[config.mk]
export PLATFORM = sky130hd
export DESIGN_NAME = capacitive_touch_baseline_detector_flat
export DESIGN_NICKNAME = d
export VERILOG_FILES = /design/src/hw/rtl/ctbd_pkg.sv /design/src/hw/rtl/ctbd_in_if.sv /design/src/hw/rtl/ctbd_out_if.sv /design/src/hw/rtl/ctbd_bl_ram.sv /design/src/hw/rtl/capacitive_touch_baseline_detector.sv /design/src/flat_wrapper.sv
export VERILOG_INCLUDE_DIRS = /design/src /design/src/hw/rtl
export SDC_FILE = /design/constraint.sdc
export NUM_CORES = 1
export LEC_CHECK = 0
export BUFFER_PORTS_ARGS = -buffer_cell sky130_fd_sc_hd__buf_2
export CAP_MARGIN = 20
export CORE_MARGIN = 4
export CORE_UTILIZATION = 43
export DETAILED_ROUTE_END_ITERATION = 7
export PLACE_DENSITY = 0.71
export SLEW_MARGIN = 20
export SYNTH_ARGS = -nofsm -noshare
export SYNTH_HDL_FRONTEND = slang
export SYNTH_SLANG_ARGS = --single-unit
[constraint.sdc]
create_clock -name clk -period 17.62 [get_ports clk]
set_input_delay 0.881 -clock clk [delete_from_list [all_inputs] [get_ports clk]]
set_output_delay 0.881 -clock clk [all_outputs]
set_load 0.02 [all_outputs]
[src/hw/rtl/capacitive_touch_baseline_detector_macros.svh]
// Assertion helpers, clocked on clk and held off during reset.
`ifndef CAPACITIVE_TOUCH_BASELINE_DETECTOR_MACROS_SVH
`define CAPACITIVE_TOUCH_BASELINE_DETECTOR_MACROS_SVH

// Same-cycle implication.
`define CTBD_ASSERT_NOW(label, clk, rst_n, ante, cons) \
  label: assert property (@(posedge clk) disable iff (!rst_n) (ante) |-> (cons)) \
    else $error("ctbd assertion failed");

// Next-cycle implication.
`define CTBD_ASSERT_NEXT(label, clk, rst_n, ante, cons) \
  label: assert property (@(posedge clk) disable iff (!rst_n) (ante) |=> (cons)) \
    else $error("ctbd assertion failed");

`endif

[src/hw/rtl/ctbd_pkg.sv]
package ctbd_pkg;

  localparam int ELECTRODES_DEF  = 12;
  localparam int SAMPLE_BITS_DEF = 10;

  localparam int ELEC_W    = 4;
  localparam int NOW_W     = 32;
  localparam int THR_W     = 10;
  localparam int COOL_W    = 16;
  localparam int CFG_W     = 16;
  localparam int CFG_IDX_W = 1;

  // register indexes
  localparam logic [CFG_IDX_W-1:0] REG_TOUCH_THRESHOLD = 1'd0;
  localparam logic [CFG_IDX_W-1:0] REG_COOLDOWN_MS     = 1'd1;

  localparam logic [THR_W-1:0]  THR_RESET  = 10'd3;
  localparam logic [COOL_W-1:0] COOL_RESET = 16'd1000;

endpackage

[src/hw/rtl/ctbd_in_if.sv]
interface ctbd_in_if #(
  parameter int SAMPLE_BITS = ctbd_pkg::SAMPLE_BITS_DEF
) ();
  logic                            valid;
  logic                            ready;
  logic [ctbd_pkg::ELEC_W-1:0]     electrode;
  logic [SAMPLE_BITS-1:0]          sample;
  logic [ctbd_pkg::NOW_W-1:0]      now_ms;

  modport source (output valid, electrode, sample, now_ms, input ready);
  modport sink   (input valid, electrode, sample, now_ms, output ready);
endinterface

[src/hw/rtl/ctbd_out_if.sv]
interface ctbd_out_if ();
  logic                        valid;
  logic                        ready;
  logic                        touch_event;
  logic [ctbd_pkg::ELEC_W-1:0] touch_electrode;
  logic                        led_off;

  modport source (output valid, touch_event, touch_electrode, led_off, input ready);
  modport sink   (input valid, touch_event, touch_electrode, led_off, output ready);
endinterface

[src/hw/rtl/ctbd_bl_ram.sv]
// Baseline store: one write port, one read port, registered read data.
module ctbd_bl_ram #(
  parameter int DEPTH = ctbd_pkg::ELECTRODES_DEF,
  parameter int AW    = 4,
  parameter int DW    = ctbd_pkg::SAMPLE_BITS_DEF
) (
  input  logic          clk,
  input  logic          rd_en,
  input  logic [AW-1:0] rd_addr,
  output logic [DW-1:0] rd_data,
  input  logic          wr_en,
  input  logic [AW-1:0] wr_addr,
  input  logic [DW-1:0] wr_data
);

  logic [DW-1:0] mem [DEPTH];

  always_ff @(posedge clk) begin
    if (wr_en) begin
      mem[wr_addr] <= wr_data;
    end
  end

  always_ff @(posedge clk) begin
    if (rd_en) begin
      rd_data <= mem[rd_addr];
    end
  end

endmodule

[src/hw/rtl/capacitive_touch_baseline_detector.sv]
// Pipeline: a word is accepted and its baseline read is issued at the same edge; the
//   word then waits in s1 and moves to the output register when that register is
//   empty or being taken by the sink.
// Throughput: 1 word per cycle while the sink keeps ready high, set by the baseline
//   read-modify-write with one-deep forwarding from the write-back to the next read.
// Reset (rst_n, synchronous): clears pipeline valids, calibration, arm, indicator,
//   last touch time and the registers to their defaults; baselines are rewritten
//   by the first scan and need no clearing pass.
`include "capacitive_touch_baseline_detector_macros.svh"

module capacitive_touch_baseline_detector #(
  parameter int ELECTRODES  = ctbd_pkg::ELECTRODES_DEF,
  parameter int SAMPLE_BITS = ctbd_pkg::SAMPLE_BITS_DEF
) (
  input  logic                             clk,
  input  logic                             rst_n,
  ctbd_in_if.sink                          in_ch,
  ctbd_out_if.source                       out_ch,
  input  logic                             cfg_we,
  input  logic [ctbd_pkg::CFG_IDX_W-1:0]   cfg_index,
  input  logic [ctbd_pkg::CFG_W-1:0]       cfg_wdata
);

  localparam int IDX_W = (ELECTRODES > 1) ? $clog2(ELECTRODES) : 1;
  localparam int CMP_W = (SAMPLE_BITS > ctbd_pkg::THR_W) ? SAMPLE_BITS : ctbd_pkg::THR_W;
  localparam int ACC_W = SAMPLE_BITS + 3;
  localparam int EW    = ctbd_pkg::ELEC_W;
  localparam logic [EW:0]   ELEC_LIM  = (EW+1)'(ELECTRODES);
  localparam logic [EW-1:0] ELEC_LAST = EW'(ELECTRODES - 1);
  localparam logic [EW-1:0] ELEC_FIRST = '0;

  // ---------------------------------------------------------------
  // Configuration registers
  // ---------------------------------------------------------------
  logic [ctbd_pkg::THR_W-1:0]  thr_r;
  logic [ctbd_pkg::COOL_W-1:0] cool_r;

  always_ff @(posedge clk) begin
    if (!rst_n) begin
      thr_r  <= ctbd_pkg::THR_RESET;
      cool_r <= ctbd_pkg::COOL_RESET;
    end else if (cfg_we) begin
      case (cfg_index)
        ctbd_pkg::REG_TOUCH_THRESHOLD: thr_r  <= cfg_wdata[ctbd_pkg::THR_W-1:0];
        ctbd_pkg::REG_COOLDOWN_MS:     cool_r <= cfg_wdata[ctbd_pkg::COOL_W-1:0];
        default: ;
      endcase
    end
  end

  // ---------------------------------------------------------------
  // Handshake. s1 holds the accepted word while its baseline comes
  // out of the RAM; the output register parts s1 from the sink.
  // ---------------------------------------------------------------
  logic s1_v_r;
  logic out_v_r;
  logic s1_fire;
  logic in_acc;

  assign s1_fire     = s1_v_r && (!out_v_r || out_ch.ready);
  assign in_ch.ready = !s1_v_r || s1_fire;
  assign in_acc      = in_ch.valid && in_ch.ready;

  // s1 payload
  logic [EW-1:0]             s1_e_r;
  logic [SAMPLE_BITS-1:0]    s1_s_r;
  logic [ctbd_pkg::NOW_W-1:0] s1_now_r;

  // forwarding of the baseline written back in the cycle the read was issued
  logic                   fwd_hit_r;
  logic [SAMPLE_BITS-1:0] fwd_data_r;

  // control state
  logic                        cal_r;
  logic                        armed_r;
  logic                        ind_r;
  logic [ctbd_pkg::NOW_W-1:0]  last_r;

  // ---------------------------------------------------------------
  // Baseline RAM
  // ---------------------------------------------------------------
  logic [SAMPLE_BITS-1:0] ram_q;
  logic                   wr_en;
  logic [SAMPLE_BITS-1:0] wr_data;

  ctbd_bl_ram #(
    .DEPTH (ELECTRODES),
    .AW    (IDX_W),
    .DW    (SAMPLE_BITS)
  ) u_bl_ram (
    .clk     (clk),
    .rd_en   (in_acc),
    .rd_addr (in_ch.electrode[IDX_W-1:0]),
    .rd_data (ram_q),
    .wr_en   (wr_en),
    .wr_addr (s1_e_r[IDX_W-1:0]),
    .wr_data (wr_data)
  );

  // ---------------------------------------------------------------
  // s1 compute: arm check, touch check, tracking filter
  // ---------------------------------------------------------------
  logic                        s1_inr;
  logic                        s1_first;
  logic                        armed_now;
  logic [ctbd_pkg::NOW_W-1:0]  since;
  logic [SAMPLE_BITS-1:0]      base;
  logic [SAMPLE_BITS-1:0]      diff;
  logic                        touch;
  logic [SAMPLE_BITS-1:0]      b_eff;
  logic [ACC_W-1:0]            acc;
  logic                        led;

  always_comb begin
    s1_inr    = {1'b0, s1_e_r} < ELEC_LIM;
    s1_first  = s1_e_r == ELEC_FIRST;
    since     = s1_now_r - last_r;
    armed_now = s1_first ? (since > ctbd_pkg::NOW_W'(cool_r)) : armed_r;
    base      = fwd_hit_r ? fwd_data_r : ram_q;
    diff      = base - s1_s_r;
    touch     = cal_r && s1_inr && armed_now && (base > s1_s_r) &&
                (CMP_W'(diff) > CMP_W'(thr_r));
    led       = cal_r && s1_inr && s1_first && armed_now && ind_r;
    b_eff     = touch ? s1_s_r : base;
    // (7*b + s) / 8
    acc       = {b_eff, 3'b000} - ACC_W'(b_eff) + ACC_W'(s1_s_r);
    wr_en     = s1_fire && s1_inr;
    wr_data   = cal_r ? acc[ACC_W-1:3] : s1_s_r;
  end

  always_ff @(posedge clk) begin
    if (!rst_n) begin
      s1_v_r <= 1'b0;
    end else if (in_ch.ready) begin
      s1_v_r <= in_ch.valid;
    end
  end

  always_ff @(posedge clk) begin
    if (in_acc) begin
      s1_e_r     <= in_ch.electrode;
      s1_s_r     <= in_ch.sample;
      s1_now_r   <= in_ch.now_ms;
      fwd_hit_r  <= wr_en && (s1_e_r == in_ch.electrode);
      fwd_data_r <= wr_data;
    end
  end

  always_ff @(posedge clk) begin
    if (!rst_n) begin
      cal_r   <= 1'b0;
      armed_r <= 1'b0;
      ind_r   <= 1'b0;
      last_r  <= '0;
    end else if (s1_fire && s1_inr) begin
      if (!cal_r) begin
        if (s1_e_r == ELEC_LAST) begin
          cal_r <= 1'b1;
        end
      end else begin
        armed_r <= armed_now && !touch;
        if (touch) begin
          ind_r  <= 1'b1;
          last_r <= s1_now_r;
        end
      end
    end
  end

  // ---------------------------------------------------------------
  // Output register
  // ---------------------------------------------------------------
  logic          out_te_r;
  logic [EW-1:0] out_el_r;
  logic          out_led_r;

  always_ff @(posedge clk) begin
    if (!rst_n) begin
      out_v_r <= 1'b0;
    end else if (!out_v_r || out_ch.ready) begin
      out_v_r <= s1_v_r;
    end
  end

  always_ff @(posedge clk) begin
    if (s1_fire) begin
      out_te_r  <= touch;
      out_el_r  <= touch ? s1_e_r : '0;
      out_led_r <= led;
    end
  end

  assign out_ch.valid           = out_v_r;
  assign out_ch.touch_event     = out_te_r;
  assign out_ch.touch_electrode = out_el_r;
  assign out_ch.led_off         = out_led_r;

  // ---------------------------------------------------------------
  // Assertions
  // ---------------------------------------------------------------
  `CTBD_ASSERT_NEXT(a_touch_disarms, clk, rst_n, s1_fire && touch, !armed_r && ind_r)
  `CTBD_ASSERT_NEXT(a_cal_quiet, clk, rst_n, s1_fire && !cal_r,
                    !out_ch.touch_event && !out_ch.led_off)
  `CTBD_ASSERT_NOW(a_no_event_no_index, clk, rst_n, out_ch.valid && !out_ch.touch_event,
                   out_ch.touch_electrode == '0)
  `CTBD_ASSERT_NOW(a_event_in_range, clk, rst_n, out_ch.valid && out_ch.touch_event,
                   {1'b0, out_ch.touch_electrode} < ELEC_LIM)

endmodule

[src/flat_wrapper.sv]
// flat-port wrapper written by rule: the top's interface ports become plain ports
module capacitive_touch_baseline_detector_flat 
#(
  parameter int ELECTRODES  = ctbd_pkg::ELECTRODES_DEF,
  parameter int SAMPLE_BITS = ctbd_pkg::SAMPLE_BITS_DEF
)
  (clk, rst_n, cfg_we, cfg_index, cfg_wdata, in_ch_valid, in_ch_electrode, in_ch_sample, in_ch_now_ms, in_ch_ready, out_ch_valid, out_ch_touch_event, out_ch_touch_electrode, out_ch_led_off, out_ch_ready);
  ctbd_in_if #(.SAMPLE_BITS(SAMPLE_BITS)) in_ch_i ();
  ctbd_out_if out_ch_i ();
  input  logic clk;
  input  logic rst_n;
  input  logic cfg_we;
  input  logic [ctbd_pkg::CFG_IDX_W-1:0] cfg_index;
  input  logic [ctbd_pkg::CFG_W-1:0] cfg_wdata;
  input wire logic [$bits(in_ch_i.valid)-1:0] in_ch_valid;
  input wire logic [$bits(in_ch_i.electrode)-1:0] in_ch_electrode;
  input wire logic [$bits(in_ch_i.sample)-1:0] in_ch_sample;
  input wire logic [$bits(in_ch_i.now_ms)-1:0] in_ch_now_ms;
  output wire logic [$bits(in_ch_i.ready)-1:0] in_ch_ready;
  output wire logic [$bits(out_ch_i.valid)-1:0] out_ch_valid;
  output wire logic [$bits(out_ch_i.touch_event)-1:0] out_ch_touch_event;
  output wire logic [$bits(out_ch_i.touch_electrode)-1:0] out_ch_touch_electrode;
  output wire logic [$bits(out_ch_i.led_off)-1:0] out_ch_led_off;
  input wire logic [$bits(out_ch_i.ready)-1:0] out_ch_ready;
  assign in_ch_i.valid = in_ch_valid;
  assign in_ch_i.electrode = in_ch_electrode;
  assign in_ch_i.sample = in_ch_sample;
  assign in_ch_i.now_ms = in_ch_now_ms;
  assign in_ch_ready = in_ch_i.ready;
  assign out_ch_valid = out_ch_i.valid;
  assign out_ch_touch_event = out_ch_i.touch_event;
  assign out_ch_touch_electrode = out_ch_i.touch_electrode;
  assign out_ch_led_off = out_ch_i.led_off;
  assign out_ch_i.ready = out_ch_ready;
  capacitive_touch_baseline_detector #(.ELECTRODES(ELECTRODES), .SAMPLE_BITS(SAMPLE_BITS)) u_core (.clk(clk), .rst_n(rst_n), .in_ch(in_ch_i), .out_ch(out_ch_i), .cfg_we(cfg_we), .cfg_index(cfg_index), .cfg_wdata(cfg_wdata));
endmodule
==> results.yml, run 1 <==
sta:
  slew_violations: 0
  skew_ns: 0.0479
  grt_setup_unrepaired: "false"
  clock.fmax_mhz: 121
  finalHoldViolations: 0
  setup_ws_ns: 9.33
  relSlewSlack: 0.275
  worst_hold_slack_ns: 0.468
  tightest_slew_ns: 1.08
  period_needed_ns: 8.29
  fin_setup_tns_ns: 0
  setup_violations: 0
  period_share: 0.470
synthesis:
  synthArstFlopShare: 0
  netlist_area_um2: 13500
  yosys.cell_types.count: 77
  post_synth_inst_count: 1151
  seq_area_frac_synth: 0.522
  yosys_most_used_dff: "edfxtp_1"
  yosys_warnings: 0
  syn-num-nets: 1307
  synth.avg_cell_area_um2: 11.8
  synth_edf_count: 193
  synth-seq-cells: 256
routing:
  avgRoutedWirePerCell_um: 18.5
  routed_via_density: 5.60
  drt_iter0_drc: 482
  drc_errors: 0
  routed_wl_um: 30500
  detail-route-antenna-nets: 0
  drt_first_pass_iters: 5
  vias: 9211
floorplan:
  dieArea_um2: 34400
  core.rowCount: 64
  core_um2: 30800
  start_util: 0.439
  die_y_um: 185
  ios: 76
  die_x_um: 185
worst_setup_path:
  path_depth: 30
  crit_slowest_cell: "edfxtp_1"
  cpLargestDelayFamily: "compound AO/OA/AOI/OAI gates"
  reg2reg_from: "u_core.fwd_hit_r$_DFFE_PP_"
  regToRegSetupSlack_ns: 9.33
  r2r-end: "u_core.fwd_data_r[8]$_DFFE_PP_"
  cp_common_cell: "a21oi_1"
  critPathRequiredTime_ns: 17.87
  path_buf_inv: 1
  crit_arrival_ns: 8.54
  startpoint_type: "flip-flop"
  crit_path_end_kind: "flip-flop"
  crit_fanout: 17
  cp-startpoint: "u_core.fwd_hit_r$_DFFE_PP_"
  reg2reg_depth: 30
  critPathKind: "reg -> reg"
  cp_slowest_stage_delay_ns: 0.69
  crit_end: "u_core.fwd_data_r[8]$_DFFE_PP_"
global_routing:
  antenna_found_initial: 1
  grtUsageTotal: 0.179
  first_global_vias: 9130
  gr-total-overflow: 0
  grt_max_degree: 68
  grt_pass1_wl_um: 49200
power:
  p_total_mw: 1.46
  seqPwrFrac: 0.463
  p_int_mw: 1.09
  p_per_area_nw_per_um2: 95.8
  vdd_drop_max_mv: 0.0830
  power_frac_clock: 0.394
  netSwitchingFraction: 0.252
  p_sw_mw: 0.368
  p_comb_frac: 0.143
  leakage_nw: 5.84
clocking:
  cts_hold_buffers: 0
  clock_latency_ns: 0.57
  cts-htree-levels: 1
  cts_root_buf: "clkbuf_16"
  post_cts_buffers: 0
  cts_tree: "built"
  cts_buffers: 28
  clockBufferDepth: 3
  cts_resized: 0
  clk_pin_slew_ns: 0.06
  cts_sinks: 256
final_layout:
  area_growth_syn_to_layout_pct: 12.7
  mostFrequentLayoutCells: "193 x edfxtp_1, 100 x inv_1, 100 x nand2_1"
  layout-drive-gt1-share: 0.156
  n_antenna_cell: 0
  final_common_cell: "edfxtp_1"
  nets: 1384
placement:
  post-dp-hpwl_um: 21900
  gp_congestion: 0.905
  io_buffers: 75
  pre_cts_slack_ns: 9.53
worst_hold_path:
  hold_path.class: "reg -> reg"
outcome:
  status: "finished, final reports clean"
run:
  cap_violations: 0
through the flow:
stage               utilization  cell area, um2  std cells
floorplan                     -           13500       1151
global placement          0.465           14300       1594
finish                    0.495           15200       1645
global route              0.495           15200       1645
detailed placement        0.465           14300       1594
CTS                       0.495           15200       1645
power groups by stage:
stage	clock network, mW	logic (mW)	registers (mW)
global route	0.613	0.236	0.678
finish	0.575	0.209	0.677
global placement	0	0.203	0.689
detailed placement	0	0.206	0.689
CTS	0.588	0.208	0.677
floorplan	0	0.155	0.685
how the worst min path moves through the flow:
stage / to / start / slack, ns / depth (start not counted)
finish: u_core.thr_r[6]$_SDFFE_PN0P_ / u_core.thr_r[6]$_SDFFE_PN0P_ / 0.47 / 2
global route: u_core.s1_s_r[5]$_DFFE_PP_ / in_ch_sample[5] / 0.47 / 1
CTS: u_core.s1_s_r[5]$_DFFE_PP_ / in_ch_sample[5] / 0.47 / 1
detailed placement: u_core.ind_r$_SDFFE_PN0P_ / u_core.ind_r$_SDFFE_PN0P_ / 0.46 / 2
global placement: u_core.ind_r$_SDFFE_PN0P_ / u_core.ind_r$_SDFFE_PN0P_ / 0.46 / 2
floorplan: u_core.ind_r$_SDFFE_PN0P_ / u_core.ind_r$_SDFFE_PN0P_ / 0.44 / 2
registers in the layout (all words and copies together), names as in the netlist, 4 cells and up:
signal,count
u_core.last_r,32
u_core.s1_e_r,4
u_core.s1_now_r,32
u_core.fwd_data_r,10
u_core.u_bl_ram.rd_data,10
u_core.cool_r,16
u_core.u_bl_ram.mem,120
u_core.thr_r,10
u_core.s1_s_r,10
u_core.out_ch.touch_electrode,4
cell type report:
cell class | count | area (um2)
fillers | 2681 | 15600
flip-flops and latches | 256 | 7060
multi-input cells | 753 | 5920
clock buffers | 43 | 828
well taps | 396 | 495
repair buffers | 89 | 480
inverters | 100 | 375
clock inverters | 8 | 96.3
tightest hold or removal path, stage by stage, from the launching register on:
cell      delay (ns)
dfxtp_1         0.31
nand2_1         0.05
a21boi_0        0.06
metal layers:
| layer | vias up | global-route usage | wire (um) |
|---|---|---|---|
| li1 | 4402 | - | - |
| met1 | 4503 | 0.256 | 13900 |
| met2 | 256 | 0.287 | 14000 |
| met3 | 48 | 0.0261 | 1810 |
| met4 | 2 | 0.0458 | 739 |
| met5 | - | 0 | 17 |
kinds of logic (layout without fill, tap and decap cells):
group | count (synthesis) | count (layout) | synth area share
AO/OA/AOI/OAI | 231 | 231 | 0.115
XOR/XNOR | 33 | 33 | 0.0214
adder cells (fa/ha/maj) | 88 | 88 | 0.0864
buffers and inverters | 142 | 240 | 0.0419
flip-flops | 256 | 256 | 0.522
multiplexers | 95 | 95 | 0.0994
AND/OR/NAND/NOR | 306 | 306 | 0.115
cells in the mapped netlist, drive strengths merged, types with 5 or more instances:
cell type | number | area (um2)
xor2 | 16 | 140
inv | 100 | 375
nand2b | 9 | 56.3
nor2 | 49 | 184
nand2 | 100 | 375
a211oi | 8 | 65.1
nand3 | 26 | 130
mux2 | 15 | 169
nor2b | 42 | 263
fa | 9 | 180
o21ai | 43 | 215
xnor2 | 17 | 149
mux2i | 50 | 500
o21bai | 6 | 45.0
o211ai | 11 | 82.6
o21a | 11 | 82.6
nor3 | 11 | 55.1
nand4 | 21 | 138
a21o | 23 | 173
or3 | 5 | 36.3
a21oi | 63 | 319
dfxtp | 63 | 1260
edfxtp | 193 | 5800
nor4 | 11 | 75.1
a21boi | 22 | 165
ha | 79 | 988
buf | 16 | 93.8
clkbuf | 26 | 97.6
mux4 | 30 | 676
o31a | 5 | 43.8
and2 | 10 | 62.6
Power figures use the tool's default switching activity.
==> run 2, diff against run 1 <==
--- a/config.mk
+++ b/config.mk
@@ -11,7 +11,7 @@
 export CORE_MARGIN = 4
 export CORE_UTILIZATION = 43
 export DETAILED_ROUTE_END_ITERATION = 7
-export PLACE_DENSITY = 0.71
+export PLACE_DENSITY = 0.73
 export SLEW_MARGIN = 20
 export SYNTH_ARGS = -nofsm -noshare
 export SYNTH_HDL_FRONTEND = slang
==> constraint.sdc (replaced) <==
create_clock -name clk -period 7.4 [get_ports clk]
set_input_delay 0.37 -clock clk [delete_from_list [all_inputs] [get_ports clk]]
set_output_delay 0.37 -clock clk [all_outputs]
set_load 0.02 [all_outputs]
==> results.yml, run 2 (same netlist as run 1, synthesis figures left out) <==
outcome:
  status: "finished, final reports clean"
placement:
  gp_congestion: 0.895
  io_buffers: 75
  pre_cts_slack_ns: -0.0819
  place_area_um2: 14400
  post-dp-hpwl_um: 21400
routing:
  drt_iter0_drc: 590
  drt_first_pass_iters: 6
  routed_wl_um: 31100
  vias: 9404
  detail-route-antenna-nets: 0
  drc_errors: 0
  routed_via_density: 5.52
  avgRoutedWirePerCell_um: 18.3
floorplan:
  ios: 76
  core_um2: 30800
  die_y_um: 185
  core.rowCount: 64
  start_util: 0.439
  die_x_um: 185
  dieArea_um2: 34400
final_layout:
  mostFrequentLayoutCells: "193 x edfxtp_1, 100 x inv_1, 100 x nand2_1"
  layout-drive-gt1-share: 0.175
  reg_top3: "u_core.u_bl_ram.mem: 120 flops, u_core.last_r: 32 flops, u_core.s1_now_r: 32 flops"
  fin_area_um2: 15800
  n_antenna_cell: 0
  area_growth_syn_to_layout_pct: 16.6
  nets: 1446
  regMostFlops: "u_core.u_bl_ram.mem"
  final_common_cell: "edfxtp_1"
  largest_reg_flops: 120
sta:
  period_share: 0.951
  skew_ns: 0.0123
  finalHoldViolations: 0
  setup_ws_ns: 0.363
  slew_violations: 0
  worst_hold_slack_ns: 0.0396
  clock.fmax_mhz: 142
  tightest_slew_ns: 1.11
  setup_violations: 0
  relSlewSlack: 0.261
  period_needed_ns: 7.04
  grt_setup_unrepaired: "true"
clocking:
  cts-htree-levels: 1
  clockBufferDepth: 3
  cts_root_buf: "clkbuf_16"
  cts_buffers: 27
  cts_sinks: 256
  clk_pin_slew_ns: 0.06
  clock_latency_ns: 0.57
  cts_tree: "built"
worst_setup_path:
  crit_fanout: 7
  reg2reg_from: "u_core.s1_now_r[8]$_DFFE_PP_"
  crit_slowest_cell: "fa_1"
  critPathKind: "reg -> reg"
  crit_path_end_kind: "flip-flop"
  crit_end: "u_core.u_bl_ram.mem[4][9]$_DFFE_PP_"
  critPathRequiredTime_ns: 7.66
  regToRegSetupSlack_ns: 0.36
  r2r-end: "u_core.u_bl_ram.mem[4][9]$_DFFE_PP_"
  cp-startpoint: "u_core.s1_now_r[8]$_DFFE_PP_"
  crit_arrival_ns: 7.30
  cp_slowest_stage_delay_ns: 0.50
  reg2reg_depth: 31
  startpoint_type: "flip-flop"
global_routing:
  gr-total-overflow: 0
  grtUsageTotal: 0.180
  first_global_vias: 9263
  grt_max_degree: 68
  grt_pass1_wl_um: 49200
  antenna_found_initial: 0
worst_hold_path:
  hold_path.class: "in -> reg"
power:
  leakage_nw: 6.06
  p_per_area_nw_per_um2: 216
  vdd_drop_max_mv: 0.208
  p_total_mw: 3.41
run:
  cap_violations: 0
run 2: critical path, delay by kind of cell, from the launching register on:
family / cells / cell delay (ns)
AND/OR/NAND/NOR: 11 / 2.15
adder cells (fa/ha/maj): 4 / 1.55
AO/OA/AOI/OAI: 9 / 1.24
multiplexers: 2 / 0.67
buffers and inverters: 4 / 0.55
flip-flops: 1 / 0.39
XOR/XNOR: 1 / 0.16
run 2: report_power, final:
group	total, mW	leakage [nW]	internal [mW]	switching (mW)
clock network	1.26	0.401	0.706	0.555
logic	0.542	3.35	0.235	0.307
registers	1.61	2.31	1.59	0.0221
total	3.41	6.06	2.53	0.885
run 2: final cells by class:
cell class,instances,area [um2]
inverter,100,375
clock buffer,38,747
tap,396,495
multi-input combinational,754,5990
timing repair buffer,151,1050
sequential,256,7060
clock inverter,10,68.8
fill,2594,15000
run 2: worst min path at each step:
stage | startpoint | to | slack [ns] | cells after the start
detailed placement | u_core.cool_r[10]$_SDFFE_PN0P_ | u_core.cool_r[10]$_SDFFE_PN0P_ | 0.46 | 2
global route | in_ch_sample[8] | u_core.s1_s_r[8]$_DFFE_PP_ | 0.03 | 1
global placement | u_core.ind_r$_SDFFE_PN0P_ | u_core.ind_r$_SDFFE_PN0P_ | 0.46 | 2
finish | in_ch_sample[8] | u_core.s1_s_r[8]$_DFFE_PP_ | 0.04 | 1
floorplan | u_core.ind_r$_SDFFE_PN0P_ | u_core.ind_r$_SDFFE_PN0P_ | 0.44 | 2
CTS | in_ch_valid | u_core.s1_v_r$_SDFFE_PN0N_ | 0.02 | 3
run 2: repair_timing:
item | in CTS | in global routing
hold buffers | 41 | 0
hold endpoints to repair | 41 | 0
gates cloned | 0 | 1
pin swaps | 0 | 6
resized for setup | 3 | 17
setup endpoints to repair | 39 | 104
setup buffers | 0 | 6
run 2: routing by layer:
metal | global-route usage | up-vias | share of wire
li1 | - | 4521 | -
met1 | 0.248 | 4545 | 0.44
met2 | 0.303 | 287 | 0.48
met3 | 0.0242 | 51 | 0.052
met4 | 0.0470 | 0 | 0.024
met5 | 0 | - | 0
run 2: stage by stage:
| step | std cells | setup TNS [ns] | utilization |
|---|---|---|---|
| after CTS | 1698 | 0 | 0.508 |
| after floorplan | 1151 | 0 | - |
| after detailed placement | 1609 | -1.20 | 0.468 |
| after global routing | 1705 | -0.342 | 0.512 |
| after global placement | 1609 | 0 | 0.468 |
| final | 1705 | 0 | 0.512 |
==> run 3, diff against run 2 <==
--- a/config.mk
+++ b/config.mk
@@ -9,9 +9,9 @@
 export BUFFER_PORTS_ARGS = -buffer_cell sky130_fd_sc_hd__buf_2
 export CAP_MARGIN = 20
 export CORE_MARGIN = 4
-export CORE_UTILIZATION = 43
+export CORE_UTILIZATION = 30
 export DETAILED_ROUTE_END_ITERATION = 7
-export PLACE_DENSITY = 0.73
+export PLACE_DENSITY = 0.58
 export SLEW_MARGIN = 20
 export SYNTH_ARGS = -nofsm -noshare
 export SYNTH_HDL_FRONTEND = slang
==> results.yml, run 3 (same netlist as run 1, synthesis figures left out) <==
routing:
  avgRoutedWirePerCell_um: 17.5
  detail-route-antenna-nets: 0
  vias: 9301
  drt_iter0_drc: 595
  routed_wl_um: 33200
  routed_via_density: 4.88
  drt_first_pass_iters: 6
  drc_errors: 0
global_routing:
  grt_pass1_wl_um: 51500
  gr-total-overflow: 0
  antenna_found_initial: 0
  grtUsageTotal: 0.135
  grt_max_degree: 68
  first_global_vias: 9355
placement:
  gp_congestion: 0.883
  io_buffers: 75
  post-dp-hpwl_um: 23600
  dp.cells: 1805
  place_area_um2: 14700
worst_setup_path:
  crit_arrival_ns: 7.30
  crit_slowest_cell: "fa_1"
  startpoint_type: "flip-flop"
  critPathKind: "reg -> reg"
  crit_fanout: 8
  crit_path_end_kind: "flip-flop"
  cp_slowest_stage_delay_ns: 0.51
  critPathRequiredTime_ns: 7.68
sta:
  slew_violations: 0
  period_share: 0.950
  skew_ns: 0.0114
  finalHoldViolations: 0
  tightest_slew_ns: 0.988
  period_needed_ns: 7.03
  setup_violations: 0
  clock.fmax_mhz: 142
  relSlewSlack: 0.342
clocking:
  clk_pin_slew_ns: 0.06
  cts_buffers: 27
  cts_tree: "built"
  cts_root_buf: "clkbuf_16"
  cts_sinks: 256
  clockBufferDepth: 3
  clock_latency_ns: 0.56
  cts-htree-levels: 1
floorplan:
  dieArea_um2: 48600
  core.rowCount: 77
  start_util: 0.305
  die_x_um: 220
  core_um2: 44400
  die_y_um: 220
  ios: 76
final_layout:
  area_growth_syn_to_layout_pct: 19.6
  fin_cells: 1904
  layout-drive-gt1-share: 0.186
  fin_area_um2: 16200
  regMostFlops: "u_core.u_bl_ram.mem"
  largest_reg_flops: 120
  nets: 1447
  n_antenna_cell: 0
  final_common_cell: "edfxtp_1"
  mostFrequentLayoutCells: "193 x edfxtp_1, 100 x inv_1, 100 x nand2_1"
  reg_top3: "u_core.u_bl_ram.mem: 120 flops, u_core.last_r: 32 flops, u_core.s1_now_r: 32 flops"
power:
  p_int_mw: 2.59
  leakage_nw: 6.13
  seqPwrFrac: 0.458
  p_sw_mw: 0.918
  power_frac_clock: 0.386
  p_per_area_nw_per_um2: 217
  vdd_drop_max_mv: 0.173
  netSwitchingFraction: 0.262
  p_comb_frac: 0.156
  p_total_mw: 3.51
run:
  cap_violations: 0
outcome:
  status: "finished, final reports clean"
worst_hold_path:
  hold_path.class: "in -> reg"
==> run 3: cell count changes in the layout (fill, tap and decap cells not counted), moves of 3 or more <==
| cell | before | now |
|---|---|---|
| clkbuf_1 | 8 | 1 |
| mux2i_4 | 0 | 3 |
| mux2i_2 | 6 | 3 |
| clkinv_2 | 2 | 6 |
==> run 3: layout make-up <==
cell class | instances | area, um2
clock buffer | 30 | 707
clock inverter | 20 | 185
fill | 4346 | 28200
inverter | 100 | 375
multi-input combinational | 754 | 6040
sequential | 256 | 7060
tap | 592 | 741
timing repair buffer | 152 | 1070
==> run 3: worst paths after layout <==
check                                              startpoint                        endpoint  slack, ns  cells after the start
worst max-delay path            u_core.s1_now_r[10]$_DFFE_PP_  u_core.fwd_data_r[9]$_DFFE_PP_       0.37                     32
worst min register to register   u_core.thr_r[4]$_SDFFE_PN0P_    u_core.thr_r[4]$_SDFFE_PN0P_       0.46                      2
worst max register to register  u_core.s1_now_r[10]$_DFFE_PP_  u_core.fwd_data_r[9]$_DFFE_PP_       0.37                     32
worst min-delay path                          in_ch_sample[1]      u_core.s1_s_r[1]$_DFFE_PP_       0.03                      1
==> run 3: worst max-delay path: cells and delay by family (launching register included) <==
kind	cells	cell delay (ns)
AO/OA/AOI/OAI	10	1.73
XOR/XNOR	1	0.11
adder cells (fa/ha/maj)	4	1.58
buffers and inverters	4	0.44
flip-flops	1	0.41
multiplexers	2	0.61
AND/OR/NAND/NOR	11	1.84
==> run 3: stage by stage <==
step	hold WS (ns)	setup WS, ns	util	TNS, ns
2_1_floorplan	0.442	0.556	-	0
3_3_place_gp	0.457	0.179	0.331	0
3_5_place_dp	0.463	-0.109	0.331	-3.97
4_1_cts	0.00160	0.0413	0.360	0
5_1_grt	0.00529	-0.0703	0.364	-0.659
6_report	0.0309	0.374	0.364	0
==> run 3: power groups by stage <==
stage	logic [mW]	registers [mW]	clock network, mW
6_report	0.548	1.61	1.35
3_5_place_dp	0.511	1.64	0
5_1_grt	0.613	1.61	1.47
2_1_floorplan	0.368	1.63	0
4_1_cts	0.535	1.61	1.39
3_3_place_gp	0.504	1.64	0
==> run 3: routing by layer <==
layer | up-vias | track usage | share of wire
met1 | 4565 | 0.177 | 0.44
met2 | 177 | 0.238 | 0.49
li1 | 4522 | - | -
met5 | - | 0 | 0
met3 | 37 | 0.0216 | 0.045
met4 | 0 | 0.0232 | 0.017
==> run 3: timing repair <==
action                                  CTS  global route
hold endpoints to repair                 39             1
hold buffers                             39             1
gates cloned                              0             1
endpoints found under the setup margin   52           117
gates resized for setup                   4            21
setup buffers                             0             7
pin swaps                                 0             5
